<file path="src/design/htfd_pkg.sv">
// shared types, constants and crc function for the frame decoder
`timescale 1ns / 1ps
`default_nettype none
package htfd_pkg;

	localparam logic [7:0] CRC_POLY = 8'h31;
	localparam logic [7:0] CRC_SEED = 8'hFF;

	// byte position within a frame, idle waits for a frame start
	typedef enum logic [6:0] {
		POS0     = 7'b0000001,
		POS1     = 7'b0000010,
		POS2     = 7'b0000100,
		POS3     = 7'b0001000,
		POS4     = 7'b0010000,
		POS5     = 7'b0100000,
		POS_IDLE = 7'b1000000
	} pos_t;

	// decoded frame handed to the scaling stage
	typedef struct packed {
		logic        ok;
		logic [15:0] temp_word;
		logic [15:0] hum_word;
	} frame_t;

	// msb-first crc-8 over one byte, no final xor
	function automatic logic [7:0] crc8_update(input logic [7:0] crc, input logic [7:0] b);
		logic [7:0] c;
		c = crc ^ b;
		for (int i = 0; i < 8; i++) begin
			if (c[7]) c = {c[6:0], 1'b0} ^ CRC_POLY;
			else c = {c[6:0], 1'b0};
		end
		return c;
	endfunction

endpackage
`default_nettype wire

</file>
<file path="src/design/htfd_frame.sv">
// frame sequencing, word capture and crc checking
`timescale 1ns / 1ps
`default_nettype none
module htfd_frame
	import htfd_pkg::*;
(
	input  wire logic       clk,
	input  wire logic       arst_n,
	input  wire logic       step,
	input  wire logic [7:0] rx_byte,
	input  wire logic       frame_start,
	output logic            res_valid,
	output frame_t          res
);

	pos_t        pos_q, pos_eff, pos_d;
	logic [7:0]  crc_q, crc_eff, crc_d;
	logic [15:0] temp_q, temp_d;
	logic [15:0] hum_q, hum_d;
	logic        good_q, good_d;

	always_comb begin
		// a start mark always restarts the frame
		pos_eff   = frame_start ? POS0 : pos_q;
		crc_eff   = frame_start ? CRC_SEED : crc_q;
		pos_d     = pos_q;
		crc_d     = crc_eff;
		temp_d    = temp_q;
		hum_d     = hum_q;
		good_d    = good_q;
		res_valid = 1'b0;
		res.ok        = 1'b0;
		res.temp_word = temp_q;
		res.hum_word  = hum_q;
		unique case (pos_eff)
			POS0: begin
				temp_d = {rx_byte, 8'h00};
				crc_d  = crc8_update(crc_eff, rx_byte);
				pos_d  = POS1;
			end
			POS1: begin
				temp_d = {temp_q[15:8], rx_byte};
				crc_d  = crc8_update(crc_eff, rx_byte);
				pos_d  = POS2;
			end
			POS2: begin
				good_d = (crc_eff == rx_byte);
				crc_d  = CRC_SEED;
				pos_d  = POS3;
			end
			POS3: begin
				hum_d = {rx_byte, 8'h00};
				crc_d = crc8_update(crc_eff, rx_byte);
				pos_d = POS4;
			end
			POS4: begin
				hum_d = {hum_q[15:8], rx_byte};
				crc_d = crc8_update(crc_eff, rx_byte);
				pos_d = POS5;
			end
			POS5: begin
				res_valid = 1'b1;
				res.ok    = good_q && (crc_eff == rx_byte);
				crc_d     = CRC_SEED;
				pos_d     = POS_IDLE;
			end
			default: begin
				pos_d = POS_IDLE;
			end
		endcase
	end

	always_ff @(posedge clk or negedge arst_n) begin
		if (!arst_n) begin
			pos_q  <= POS_IDLE;
			crc_q  <= CRC_SEED;
			temp_q <= '0;
			hum_q  <= '0;
			good_q <= 1'b0;
		end else if (step) begin
			pos_q  <= pos_d;
			crc_q  <= crc_d;
			temp_q <= temp_d;
			hum_q  <= hum_d;
			good_q <= good_d;
		end
	end

endmodule
`default_nettype wire

</file>
<file path="src/design/htfd_scale.sv">
// conversion of raw words to milli-degrees and milli-percent
`timescale 1ns / 1ps
`default_nettype none
module htfd_scale
	import htfd_pkg::*;
(
	input  wire frame_t        frame,
	output logic signed [17:0] temp_milli_c,
	output logic        [16:0] rh_milli_pct
);

	localparam logic [14:0] TEMP_GAIN   = 15'd21875;
	localparam logic [13:0] HUM_GAIN    = 14'd12500;
	localparam logic [17:0] TEMP_OFFSET = 18'd45000;

	logic [30:0] temp_prod;
	logic [29:0] hum_prod;
	logic [17:0] temp_raw;

	assign temp_prod = {15'd0, frame.temp_word} * {16'd0, TEMP_GAIN};
	assign hum_prod  = {14'd0, frame.hum_word} * {16'd0, HUM_GAIN};
	// wraps modulo 2^18, which gives the two's complement result
	assign temp_raw  = temp_prod[30:13] - TEMP_OFFSET;

	assign temp_milli_c = frame.ok ? $signed(temp_raw) : 18'sd0;
	assign rh_milli_pct = frame.ok ? hum_prod[29:13] : 17'd0;

endmodule
`default_nettype wire

</file>
<file path="src/design/humidity_temp_frame_decoder_top.sv">
// Frame decoder for a six-byte humidity/temperature measurement read. One byte
// transfer is taken per cycle, sustained; byte_ready drops only when the result
// stages are full and the result transfer is held off. A byte marked with
// frame_start begins a frame (temperature word, its crc, humidity word, its crc;
// crc-8, polynomial 0x31, seed 0xff); the sixth byte yields one result through
// the input register, crc check stage and scaling multiply into the result
// register. On any crc mismatch crc_ok is low and both values read zero. Bytes
// outside a frame give no result.
`timescale 1ns / 1ps
`default_nettype none
module humidity_temp_frame_decoder_top
	import htfd_pkg::*;
(
	input  wire logic          clk,
	input  wire logic          arst_n,
	input  wire logic          byte_valid,
	output logic               byte_ready,
	input  wire logic [7:0]    rx_byte,
	input  wire logic          frame_start,
	output logic               result_valid,
	input  wire logic          result_ready,
	output logic signed [17:0] temp_milli_c,
	output logic        [16:0] rh_milli_pct,
	output logic               crc_ok
);

	logic              valid_s1;
	logic [7:0]        byte_s1;
	logic              start_s1;
	logic              valid_s2;
	frame_t            frame_s2;
	logic              out_en, s2_en;
	logic              frm_valid;
	frame_t            frm_res;
	logic signed [17:0] temp_calc;
	logic        [16:0] rh_calc;
	logic              result_valid_q;
	logic signed [17:0] temp_q;
	logic        [16:0] rh_q;
	logic              ok_q;

	assign out_en     = !result_valid_q || result_ready;
	assign s2_en      = !valid_s2 || out_en;
	assign byte_ready = !valid_s1 || s2_en;

	always_ff @(posedge clk or negedge arst_n) begin
		if (!arst_n) begin
			valid_s1 <= 1'b0;
		end else if (byte_ready) begin
			valid_s1 <= byte_valid;
		end
	end

	always_ff @(posedge clk) begin
		if (byte_ready && byte_valid) begin
			byte_s1  <= rx_byte;
			start_s1 <= frame_start;
		end
	end

	htfd_frame u_frame (
		.clk         (clk),
		.arst_n      (arst_n),
		.step        (valid_s1 && s2_en),
		.rx_byte     (byte_s1),
		.frame_start (start_s1),
		.res_valid   (frm_valid),
		.res         (frm_res)
	);

	// only the sixth byte of a frame moves on past this stage
	always_ff @(posedge clk or negedge arst_n) begin
		if (!arst_n) begin
			valid_s2 <= 1'b0;
		end else if (s2_en) begin
			valid_s2 <= valid_s1 && frm_valid;
		end
	end

	always_ff @(posedge clk) begin
		if (s2_en && valid_s1 && frm_valid) begin
			frame_s2 <= frm_res;
		end
	end

	htfd_scale u_scale (
		.frame        (frame_s2),
		.temp_milli_c (temp_calc),
		.rh_milli_pct (rh_calc)
	);

	always_ff @(posedge clk or negedge arst_n) begin
		if (!arst_n) begin
			result_valid_q <= 1'b0;
		end else if (out_en) begin
			result_valid_q <= valid_s2;
		end
	end

	always_ff @(posedge clk) begin
		if (out_en && valid_s2) begin
			temp_q <= temp_calc;
			rh_q   <= rh_calc;
			ok_q   <= frame_s2.ok;
		end
	end

	assign result_valid = result_valid_q;
	assign temp_milli_c = temp_q;
	assign rh_milli_pct = rh_q;
	assign crc_ok       = ok_q;

endmodule
`default_nettype wire

</file>
<file path="config.mk">
export PLATFORM = sky130hd
export DESIGN_NAME = humidity_temp_frame_decoder_top
export DESIGN_NICKNAME = d
export VERILOG_FILES = /design/src/design/htfd_pkg.sv /design/src/design/htfd_frame.sv /design/src/design/htfd_scale.sv /design/src/design/humidity_temp_frame_decoder_top.sv
export SDC_FILE = /design/constraint.sdc
export NUM_CORES = 1
export LEC_CHECK = 0
export BUFFER_PORTS_ARGS = -buffer_cell sky130_fd_sc_hd__buf_4
export CELL_PAD_IN_SITES_DETAIL_PLACEMENT = 1
export CELL_PAD_IN_SITES_GLOBAL_PLACEMENT = 1
export CORE_MARGIN = 2
export CORE_UTILIZATION = 52
export DETAILED_ROUTE_END_ITERATION = 7
export GPL_ROUTABILITY_DRIVEN = 0
export PLACE_DENSITY_LB_ADDON = 0.1
export SYNTH_ARGS = -nofsm -noshare
export SYNTH_HDL_FRONTEND = slang
export SYNTH_HIERARCHICAL = 1
export SYNTH_SLANG_ARGS = --single-unit
</file>
<file path="constraint.sdc">
create_clock -name clk -period 8.81 [get_ports clk]
set_clock_uncertainty 0.2 [all_clocks]
set_input_delay 0 -clock clk [delete_from_list [all_inputs] [get_ports clk]]
set_output_delay 0 -clock clk [all_outputs]
set_load 0.02 [all_outputs]
</file>
Word level (Yosys, flattened, before mapping)
Index checks and enable logic that the tools add are counted.
{"block": "word_totals", "output_inout_bits": 38, "register_bits": 129, "input_bits": 13, "wordCells": 144}
{"block": "classes", "addsub": 1, "eq_ne": 7, "n_mul": 2, "bitwise_logic": 32, "n_reduce_logical": 20, "muxes": 64}
{"operator": "2-to-1 mux 8 bit", "count": 29}
{"operator": "2-to-1 mux 6 bit", "count": 29}
{"operator": "NOT 3 bit", "count": 29}
{"operator": "one-hot mux 16 bit (2 select lines)", "count": 2}
{"operator": "one-hot mux 8 bit (5 select lines)", "count": 1}
{"operator": "one-hot mux 7 bit (5 select lines)", "count": 1}
{"operator": "multiplier 16 x 15 -> 31 bit (second input constant)", "count": 1}
{"operator": "multiplier 16 x 12 -> 28 bit (second input constant)", "count": 1}
{"operator": "subtractor 18 x 16 -> 18 bit (second input constant)", "count": 1}
{"operator": "== test 8 bit", "count": 1}
{"operator": "bitwise XOR 8 bit", "count": 1}
{"operator": "== test 7 x 1 -> 1 bit (second input constant)", "count": 1}
{"operator": "== test 7 x 2 -> 1 bit (second input constant)", "count": 1}
{"operator": "== test 7 x 3 -> 1 bit (second input constant)", "count": 1}
{"operator": "== test 7 x 4 -> 1 bit (second input constant)", "count": 1}
{"operator": "== test 7 x 5 -> 1 bit (second input constant)", "count": 1}
{"operator": "== test 7 x 6 -> 1 bit (second input constant)", "count": 1}
{"operator": "2-to-1 mux 7 bit", "count": 1}
{"operator": "logical AND 1 bit", "count": 6}
{"operator": "AND reduction 2 bit", "count": 3}
{"operator": "AND reduction 3 bit", "count": 2}
{"operator": "nonzero test 2 bit", "count": 2}
{"operator": "zero test 1 bit", "count": 3}
{"operator": "logical OR 1 bit", "count": 3}
{"operator": "other kinds (3)", "count": 4}

Depth between registers and ports, before layout
Gate-level depths: netlist of the first run.
{"block": "logic_depth", "ltp_word": 26, "ltp_mapped": 25, "mapped_depth_nobuf": 25}

By module
The synthesis of the first run kept the hierarchy.
{"module": "htfd_scale", "cells_each": 905, "seq_area_each_um2": 0.0, "area_each_um2": 8343.0, "n_inst": 1}
{"module": "humidity_temp_frame_decoder_top", "cells_each": 92, "seq_area_each_um2": 2417.3, "area_each_um2": 2503.7, "n_inst": 1}
{"module": "htfd_frame", "cells_each": 240, "seq_area_each_um2": 1187.4, "area_each_um2": 2394.8, "n_inst": 1}

Least setup slack after synthesis of the first run
Ideal clock, no wire load.
{"block": "synth_timing", "path_kind": "flip-flop to flip-flop", "start": "register frame_s2[25] in the netlist's numbering", "end": "register temp_q[17] (netlist: temp_milli_c[17]), data pin", "path_stages_with_launch": 25, "path_slack_ns": 2.419, "path_buffers": 0, "synth_period_minus_slack_ns": 6.391, "setup_ns": 0.266, "arrival_time_ns": 5.924, "cell_sequence": "edfxtp_1 ha_1 inv_1 fa_1 fa_1 inv_1 ha_1 fa_1 inv_1 fa_1 inv_1 ha_1 nand3_1 a211o_1 a31o_2 a21oi_2 a21oi_1 xnor2_1 inv_1 ha_1 a211o_1 o31ai_4 a21oi_2 a211oi_1 o31ai_1"}
{"block": "synth_via", "elab_chain_len": 2}
{"element": "from (decl)", "line": "humidity_temp_frame_decoder_top.sv:31", "rtl": "frame_t frame_s2;"}
{"element": "from (signal assigned)", "line": "humidity_temp_frame_decoder_top.sv:82", "rtl": "frame_s2 <= frm_res;"}
{"element": "multiplier 16 x 15 -> 31 bit", "line": "htfd_scale.sv:20", "rtl": "assign temp_prod = {15'd0, frame.temp_word} * {16'd0, TEMP_GAIN};"}
{"element": "subtractor 18 x 16 -> 18 bit", "line": "htfd_scale.sv:23", "rtl": "assign temp_raw = temp_prod[30:13] - TEMP_OFFSET;"}
{"element": "to (signal assigned)", "line": "humidity_temp_frame_decoder_top.sv:102", "rtl": "temp_q <= temp_calc;"}
{"element": "to (decl)", "line": "humidity_temp_frame_decoder_top.sv:38", "rtl": "logic signed [17:0] temp_q;"}
Every way passes these cells.
A chain may end at the register's enable or synchronous reset.

Worst setup path in the final report of the first run
{"block": "layout_timing", "start": "register frame_s2[17] in the netlist's numbering", "end": "register temp_q[17] (netlist: temp_milli_c[17]), data pin"}
The elaborated chain is that of the path after synthesis.

==> out/results.txt, run 1 <==
vias per inst: 5.517
syn avg cell area: 10.70 µm²
first-pass GRT wire length: 52,050 µm
post-synth top area share: 21.36%
WL final: 31,650 µm
CP Capture Type: register
clock power share: 43.2%
CP max stage cell: o221ai_1
HP Class: primary input to register
Pint: 1202 µW
ys async rst share: 39.06%
crit-path max cell delay: 0.56 ns
VDD IR-drop max: 0.0001197 V
Synth Cell Area: 13,240 µm²
synth unique cells: 81
EDFF count, synth: 78
crit-path cells: ha_1 > fa_1 > inv_1 > fa_1 > inv_1 > fa_1 > fa_1 > inv_1 > fa_1 > inv_1 > ha_1 > nand4_1 > o221ai_1 > nor2_1 > xnor2_1 > inv_1 > ha_1 > a211o_1 > o31ai_4 > a21oi_2 > a211oi_1 > o31ai_1
Clock Sinks: 128
FF+latch count, synth: 128
Reg clk slew, reported paths: 0.08 ns
later-pin clock latency in the skew report: 0.44 ns
FILL cells: 2,724
post-synthesis sequential area ratio: 27.22%
GR Util All Layers: 25.21%
Primary FF master, synth: edfxtp_1
crit path from: frame_s2[17]$_DFFE_PP_
HPWL after DPL: 24,690 µm
Die Ht: 163.6 µm
Initial DRT Pass Iterations: 5
share of layout cells above drive strength 1: 9.992%
initial drt markers: 355
syn_nets: 1,601
Core Footprint: 25,110 µm²
nature of the critical path startpoint: register
setup bufs post-CTS: 0
antenna-violating nets left: 0
Ports: 51
DR DRC count: 0
Hold Path Depth: 2
Max Cap Violations: 0
area delta synth->final: 11.07%
Reg power frac: 43.3%
IO buf count: 50
combinational group share of total power: 13.5%
Max clock buf depth: 2
Ant. Diodes: 0
Worst EP required: 8.80 ns
power per cell area: 116.6 nW/µm²
Layout Nets: 1,662
Synth Instances: 1,237
switching power: 513.1 µW
Die ar.: 26,760 µm²
crit path kind: register to register
top cell type by total area after synthesis: ha_1
worst-path maximum fanout: 6
Final period util: 81.02%
remaining global-route overflow: 0
htree depth: 4
vias in the first global route: 10,077
setup_tns: 0 ns
Sw Ratio: 29.92%
initial antenna violation count: 1
Rows: 58
Max Freq: 140.1 MHz
worst slew pin tran: 0.9103 ns
Finished Layout Cells: 1,641
unrepaired setup endpoints after global routing: false
pin count of the biggest net entering global routing: 42
Slew Limit Fails: 0
Worst Hold Launch: rx_byte[6]
synthesis warning total: 6
placed cell count: 1,594
Initial Util: 52.74%
# setup viols final: 0
status: finished clean
FF-to-FF Start: frame_s2[17]$_DFFE_PP_
Fin. Hold Viols: 0
Root Driver: clkbuf_16
via count: 9,053
largest cells by area after synthesis: ha_1, fa_1, edfxtp_1, dfrtp_1, inv_1
routed wire length per instance: 19.29 µm
TritonCTS buffer count: 17
Final min period: 7.138 ns
Reg2Reg Depth: 22
CTS tree: done
Horiz. Die Dim: 163.6 µm
Slew headroom: 39.32%
Crit path arrival time: 7.13 ns
static leakage: 0.007340 µW
path summary, 6_finish.rpt:
check                                                  to  slack, ns
min in group asynchronous    u_frame/crc_q[4]$_DFFE_PN1P_       0.47
setup / recovery               temp_milli_c[17]$_DFFE_PP_       1.67
hold / removal                       byte_s1[6]$_DFFE_PP_       0.08
hold reg to reg                    frame_s2[19]$_DFFE_PP_       0.25
max in group asynchronous  u_frame/temp_q[14]$_DFFE_PN0P_       7.68
setup reg to reg               temp_milli_c[17]$_DFFE_PP_       1.67
state kept, by name, indices dropped and copies added, names as in the netlist:
name,flops
byte_s1,8
crc_ok,1
frame_s2,33
result_valid,1
rh_milli_pct,17
start_s1,1
temp_milli_c,18
u_frame/crc_q,8
u_frame/good_q,1
u_frame/hum_q,16
u_frame/pos_q,6
u_frame/temp_q,16
valid_s1,1
valid_s2,1
per-layer routing:
metal  vias up  track usage, %  part of all wire, %
met2       119           45.90                   53
met1      4614           31.62                   43
li1       4277               -                    -
met4         0           6.858                  2.0
met5         -               0                    0
met3        43           3.047                  1.9
placed cells by master, fill, tap and decap left out, types with 30 or more instances in the layout:
cell	count
a21oi_1	37
edfxtp_1	78
ha_1	226
nand2_1	49
and2_1	30
fa_1	125
dfrtp_1	41
inv_1	249
xnor2_1	48
nor2_1	41
buf_4	52
power groups by stage:
stage                     logic (µW)  clock network, µW  registers [µW]
final                            231                741             742
after floorplan                  204                  0             723
after global routing             254                778             749
after global placement           214                  0             752
after CTS                        231                756             742
after detailed placement         222                  0             754
per-stage QoR:
step / util [%] / area [µm²] / setup slack, ns / hold WS [ns] / power [µW]
2_1_floorplan: - / 13240 / 2.419 / -0.4956 / 926.5
3_3_place_gp: 55.51 / 13940 / 2.048 / -0.1257 / 965.9
3_5_place_dp: 55.51 / 13940 / 1.720 / -0.1194 / 975.8
4_1_cts: 58.58 / 14710 / 1.692 / 0.04947 / 1729
5_1_grt: 58.58 / 14710 / 1.293 / 0.06048 / 1781
6_report: 58.58 / 14710 / 1.673 / 0.07567 / 1715
Yosys cell counts (8+ instances only):
| cell type | count |
|---|---|
| dfrtp_1 | 41 |
| xor2_1 | 19 |
| nor3_1 | 16 |
| fa_1 | 125 |
| o21ai_1 | 21 |
| xnor2_1 | 48 |
| a22o_1 | 8 |
| ha_1 | 226 |
| and3_1 | 8 |
| nor2_1 | 41 |
| o21ai_0 | 27 |
| a31oi_1 | 8 |
| nand2b_1 | 10 |
| edfxtp_1 | 78 |
| nand4_1 | 9 |
| nor2b_1 | 8 |
| a21o_1 | 18 |
| inv_1 | 249 |
| dfstp_2 | 9 |
| buf_2 | 12 |
| clkbuf_1 | 12 |
| o22a_1 | 8 |
| nand2_1 | 49 |
| nand3_1 | 24 |
| a21oi_1 | 37 |
| and2_1 | 30 |
worst max-delay path, delay by kind of cell (launching register included):
family          cells  cell delay, ns
fa+ha+maj           8            3.56
simple gates        2            0.29
xor+xnor            1            0.36
compound gates      6            1.67
flops               1            0.50
buf+inv             5            0.31
cells by family after synthesis:
| group | Yosys count | share of synthesized area, % |
|---|---|---|
| AOI/OAI and AO/OA | 179 | 9.600 |
| xor gates and xnor gates | 71 | 5.084 |
| adders and majority gates | 351 | 40.25 |
| buffers and inverters | 274 | 7.881 |
| DFF | 128 | 27.22 |
| muxes | 6 | 0.4630 |
| and+or+nand+nor | 228 | 9.497 |
final cells by class:
cell class / count / area, µm² / share of cell area [%]
clock inverter: 15 / 183.9 / 1.251
tap: 330 / 412.9 / 2.807
timing repair buffer: 67 / 550.5 / 3.743
inverter: 249 / 934.6 / 6.355
multi-input combinational: 835 / 8596 / 58.44
sequential: 128 / 3605 / 24.51
clock buffer: 17 / 425.4 / 2.892
repair_timing:
| action | in CTS | in global routing |
|---|---|---|
| hold buffers | 15 | 0 |
| gates resized for setup | 0 | 0 |
| hold endpoints to repair | 71 | 0 |
Note: power is estimated with default switching activity, not from simulation.
==> inputs of run 2 (changes only) <==
- CORE_UTILIZATION: 52 -> 47
- clock period: 8.81 -> 6.1 ns (I/O delays scaled with it)
==> run 2 against run 1 <==
- the run now ends with setup timing left
- power increased by 43%
- worst hold slack improved by 0.013 ns
- non-clock buffer count increased by 127
- core utilization increased by 0.17 points
- worst setup slack got worse by 1.9 ns
- critical path depth increased by 4
- sequential cell count unchanged
- die area increased by 10%
- wire length increased by 2.0%
- critical endpoint unchanged
==> out/results.txt, run 2 (synthesis results as in run 1) <==
worst-path maximum fanout: 3
Worst Hold Launch: rx_byte[5]
max reg flops: 33
Hold Path Depth: 2
worst reg2reg setup slack: -0.23 ns
worst slew pin tran: 0.9512 ns
initial drt markers: 277
power per cell area: 150.0 nW/µm²
Die ar.: 29,530 µm²
final design utilization: 58.75%
# setup viols final: 7
share of layout cells above drive strength 1: 23.23%
Max clock buf depth: 2
switching power: 646.0 µW
area delta synth->final: 23.26%
static leakage: 0.007989 µW
pin count of the biggest net entering global routing: 42
via count: 9,476
antenna-violating nets left: 0
Clock Sinks: 128
Layout Nets: 1,789
vias in the first global route: 10,483
combinational group share of total power: 13.8%
worst r2r dst: temp_milli_c[17]$_DFFE_PP_
clock power share: 42.5%
Reg clk slew, reported paths: 0.06 ns
CP Capture Type: register
Final period util: 103.7%
Core Footprint: 27,780 µm²
failing checks: setup timing
routed wire length per instance: 17.78 µm
htree depth: 4
Rows: 61
setup ws final: -0.2278 ns
Crit path arrival time: 6.30 ns
Pint: 1803 µW
Ports: 51
remaining global-route overflow: 0
nature of the critical path startpoint: register
DR DRC count: 0
CP max stage cell: fa_2
most common cell after layout, fill and taps aside: inv_1
TritonCTS buffer count: 17
Root Driver: clkbuf_16
vias per inst: 5.218
cell family with most CP delay: adder cells
Slew headroom: 36.59%
Sw Ratio: 26.38%
Fin. Hold Viols: 0
Slew Limit Fails: 0
Reg2Reg Depth: 26
Biggest register: frame_s2
Horiz. Die Dim: 171.9 µm
later-pin clock latency in the skew report: 0.43 ns
Die Ht: 171.9 µm
Max Freq: 158.0 MHz
initial antenna violation count: 1
critical path's most frequent cell: inv_1
first-pass GRT wire length: 53,100 µm
Initial DRT Pass Iterations: 4
HP Class: primary input to register
Sequential Area: 3605 µm²
IO buf count: 50
crit path kind: register to register
Worst Hold End: byte_s1[5]$_DFFE_PP_
FILL cells: 2,993
Max Cap Violations: 0
status: complete, but fails checks
most frequent cells in the layout: inv_1, ha_1, buf_4, fa_1, edfxtp_1
WL final: 32,290 µm
Initial Util: 47.66%
GR Util All Layers: 23.17%
CP Buf/Inv Count: 6
setup_tns: -0.8428 ns
unrepaired setup endpoints after global routing: true
Ant. Diodes: 0
FF-to-FF Start: frame_s2[21]$_DFFE_PP_
Worst EP required: 6.07 ns
Reg power frac: 43.7%
CTS tree: done
crit-path max cell delay: 0.53 ns
HPWL after DPL: 25,460 µm
area occupied by multi-input gates: 9178 µm²
Final min period: 6.328 ns
VDD IR-drop max: 0.0001831 V
==> run 2: cell count changes in the layout (fill, tap and decap cells not counted), sizes merged <==
cell / change
bufinv: +1
buf: +127
clkinvlp: +1
clkinv: -1
inv: -6
clkbuf: +5
==> run 2: worst reg2reg max path, stage by stage, from the launching register on <==
cell      delay (ns)
edfxtp_1        0.46
buf_4           0.19
ha_4            0.25
inv_1           0.05
fa_2            0.53
inv_1           0.05
ha_1            0.32
ha_4            0.23
fa_1            0.53
inv_1           0.05
fa_1            0.50
inv_1           0.07
ha_4            0.28
nand3_2         0.09
a211o_1         0.28
a31o_4          0.26
a21oi_4         0.16
a21oi_2         0.08
xnor2_2         0.15
inv_1           0.06
ha_2            0.19
a211o_1         0.30
o31ai_4         0.24
a21oi_2         0.13
a21bo_1         0.22
o21ai_1         0.13
o31ai_1         0.08
==> run 2: worst max path at each step <==
stage                                 from                          to  slack, ns  cells after the start
floorplan           frame_s2[26]$_DFFE_PP_  temp_milli_c[17]$_DFFE_PP_      -0.19                     23
global placement    frame_s2[27]$_DFFE_PP_  temp_milli_c[17]$_DFFE_PP_      -0.29                     24
global route        frame_s2[21]$_DFFE_PP_  temp_milli_c[17]$_DFFE_PP_      -0.49                     24
CTS                 frame_s2[27]$_DFFE_PP_  temp_milli_c[17]$_DFFE_PP_      -0.21                     24
detailed placement  frame_s2[27]$_DFFE_PP_  temp_milli_c[17]$_DFFE_PP_      -0.43                     24
finish              frame_s2[21]$_DFFE_PP_  temp_milli_c[17]$_DFFE_PP_      -0.23                     26
==> run 2: repair_timing <==
action                     CTS  global route
buffers inserted            15             5
setup endpoints to repair    9            10
pin swaps                   61            15
hold endpoints to repair    71             0
hold buffers                15             0
resized for setup           74            14
==> run 2: final cells by class <==
type                    count  share of cell area, %
clock buffers              22                  3.043
repair buffers            194                  9.444
inverters                 249                  5.726
clock inverters            10                 0.5749
well taps                 378                  2.898
flip-flops and latches    128                  22.09
multi-input cells         835                  56.23
==> run 2: metrics by stage <==
step	std cells	setup WS, ns	cell area, µm²	hold WS, ns	power (µW)
2_1_floorplan	1237	-0.1855	13390	-0.4956	1338
3_3_place_gp	1750	-0.2921	14950	-0.1275	1397
3_5_place_dp	1750	-0.4302	14950	-0.1286	1415
4_1_cts	1811	-0.2084	16210	0.06399	2471
5_1_grt	1816	-0.4864	16320	0.08053	2544
6_report	1816	-0.2278	16320	0.08817	2449
==> run 2: metal layers <==
metal	global-route usage, %	routed length, µm	share of wire (%)
met5	0	0	0
met2	41.64	17010	53
met1	29.17	14110	44
met3	2.861	566	1.8
met4	7.052	607	1.9
==> run 2: power by group through the flow <==
stage | logic, µW | registers [µW] | clock network [µW]
final | 337 | 1070 | 1040
after global routing | 373 | 1080 | 1090
after CTS | 340 | 1070 | 1060
after detailed placement | 328 | 1090 | 0
after global placement | 314 | 1080 | 0
after floorplan | 294 | 1040 | 0
==> inputs of run 3 (changes only) <==
- HOLD_SLACK_MARGIN: not set -> 0.05
- MAX_ROUTING_LAYER: not set -> met4
==> run 3 against run 2 <==
- the run still ends with setup timing left
- wire length is essentially flat
- first-iteration DRC count shrank 3.2%
- maximum frequency is essentially flat
- power is essentially flat
- sequential power is essentially flat
- highest routed layer unchanged
==> out/results.txt, run 3 (synthesis results as in run 1) <==
status: complete, but fails checks
failing checks: setup timing
Worst Hold Launch: rx_byte[5]
antenna-violating nets left: 0
htree depth: 4
cell family with most CP delay: adder cells
Crit path arrival time: 6.30 ns
area delta synth->final: 23.26%
CTS tree: done
via count: 9,504
HPWL after DPL: 25,460 µm
Hold Path Depth: 2
IO buf count: 50
Reg2Reg Depth: 26
static leakage: 0.007989 µW
worst r2r dst: temp_milli_c[17]$_DFFE_PP_
share of layout cells above drive strength 1: 23.23%
Ant. Diodes: 0
pin count of the biggest net entering global routing: 42
WL final: 32,280 µm
DR DRC count: 0
later-pin clock latency in the skew report: 0.43 ns
worst slew pin tran: 0.9662 ns
Worst EP required: 6.07 ns
Clock Sinks: 128
TritonCTS buffer count: 17
Root Driver: clkbuf_16
Final min period: 6.331 ns
Slew Limit Fails: 0
Die ar.: 29,530 µm²
Max Freq: 158.0 MHz
routed wire length per instance: 17.77 µm
FF-to-FF Start: frame_s2[21]$_DFFE_PP_
CP max stage cell: fa_2
crit path from: frame_s2[21]$_DFFE_PP_
first-pass GRT wire length: 53,060 µm
vias per inst: 5.233
Initial Util: 47.66%
worst hold slack: 0.08891 ns
crit path kind: register to register
Die Ht: 171.9 µm
# setup viols final: 7
unrepaired setup endpoints after global routing: true
Initial DRT Pass Iterations: 4
initial antenna violation count: 1
final design utilization: 58.75%
worst-path maximum fanout: 3
worst reg2reg setup slack: -0.23 ns
Worst Hold End: byte_s1[5]$_DFFE_PP_
Ports: 51
Layout Nets: 1,789
most common cell after layout, fill and taps aside: inv_1
Final period util: 103.8%
Rows: 61
Biggest register: frame_s2
Reg clk slew, reported paths: 0.06 ns
nature of the critical path startpoint: register
Horiz. Die Dim: 171.9 µm
setup ws final: -0.2310 ns
initial drt markers: 268
power per cell area: 150.0 nW/µm²
Slew headroom: 35.59%
vias in the first global route: 10,471
Max Cap Violations: 0
critical path's most frequent cell: inv_1
VDD IR-drop max: 0.0001816 V
max reg flops: 33
Core Footprint: 27,780 µm²
remaining global-route overflow: 0
HP Class: primary input to register
Fin. Hold Viols: 0
CP Capture Type: register
Max clock buf depth: 2
crit-path max cell delay: 0.53 ns
CP Buf/Inv Count: 6
GR Util All Layers: 23.86%
most frequent cells in the layout: inv_1, ha_1, buf_4, fa_1, edfxtp_1
[run 3: layout make-up]
class	count	area, µm²
timing repair buffer	194	1541
fill	2993	11460
clock inverter	10	93.84
multi-input combinational	835	9178
inverter	249	934.6
clock buffer	22	496.7
tap	378	473.0
sequential	128	3605
[run 3: per-layer routing]
metal / up-vias / global-route usage [%] / wire (µm)
met2: 109 / 41.63 / 17010
met5: - / - / 0
met1: 4831 / 29.25 / 14170
met4: 0 / 7.052 / 584
met3: 39 / 2.792 / 507
li1: 4525 / - / -
[run 3: report_power, final]
part | total [µW] | switching, µW | leakage (µW) | internal [µW]
Clock | 1040 | 418 | 0.000292 | 623
Sequential | 1070 | 75.7 | 0.00139 | 994
Combinational | 337 | 151 | 0.00631 | 186
[run 3: repair_timing]
action                                  CTS  global route
endpoints found under the setup margin    9            10
endpoints found under the hold margin    71             0
buffers inserted                         15             5
pin swaps                                61            15
gates resized for setup                  74            14
hold buffers                             15             0
[run 3: worst max path at each step]
stage | to | slack [ns] | cells past startpoint
2_1_floorplan | temp_milli_c[17]$_DFFE_PP_ | -0.19 | 23
3_3_place_gp | temp_milli_c[17]$_DFFE_PP_ | -0.29 | 24
3_5_place_dp | temp_milli_c[17]$_DFFE_PP_ | -0.43 | 24
4_1_cts | temp_milli_c[17]$_DFFE_PP_ | -0.21 | 24
5_1_grt | temp_milli_c[17]$_DFFE_PP_ | -0.49 | 24
6_report | temp_milli_c[17]$_DFFE_PP_ | -0.23 | 26
[run 3: per-stage QoR]
step / setup TNS (ns) / instance area, µm² / power (µW) / std cells / setup WS [ns]
after floorplan: -0.2597 / 13390 / 1338 / 1237 / -0.1855
after global placement: -1.150 / 14950 / 1397 / 1750 / -0.2921
after detailed placement: -2.050 / 14950 / 1415 / 1750 / -0.4302
after CTS: -0.8796 / 16210 / 2471 / 1811 / -0.2084
after global routing: -3.101 / 16320 / 2545 / 1816 / -0.4864
final: -0.8084 / 16320 / 2448 / 1816 / -0.2310
[run 3: worst reg2reg max path: stages (launching register included)]
cell      delay (ns)
edfxtp_1        0.46
buf_4           0.19
ha_4            0.25
inv_1           0.05
fa_2            0.53
inv_1           0.05
ha_1            0.32
ha_4            0.23
fa_1            0.53
inv_1           0.05
fa_1            0.50
inv_1           0.07
ha_4            0.28
nand3_2         0.09
a211o_1         0.28
a31o_4          0.26
a21oi_4         0.16
a21oi_2         0.08
xnor2_2         0.15
inv_1           0.06
ha_2            0.19
a211o_1         0.30
o31ai_4         0.24
a21oi_2         0.13
a21bo_1         0.22
o21ai_1         0.13
o31ai_1         0.08
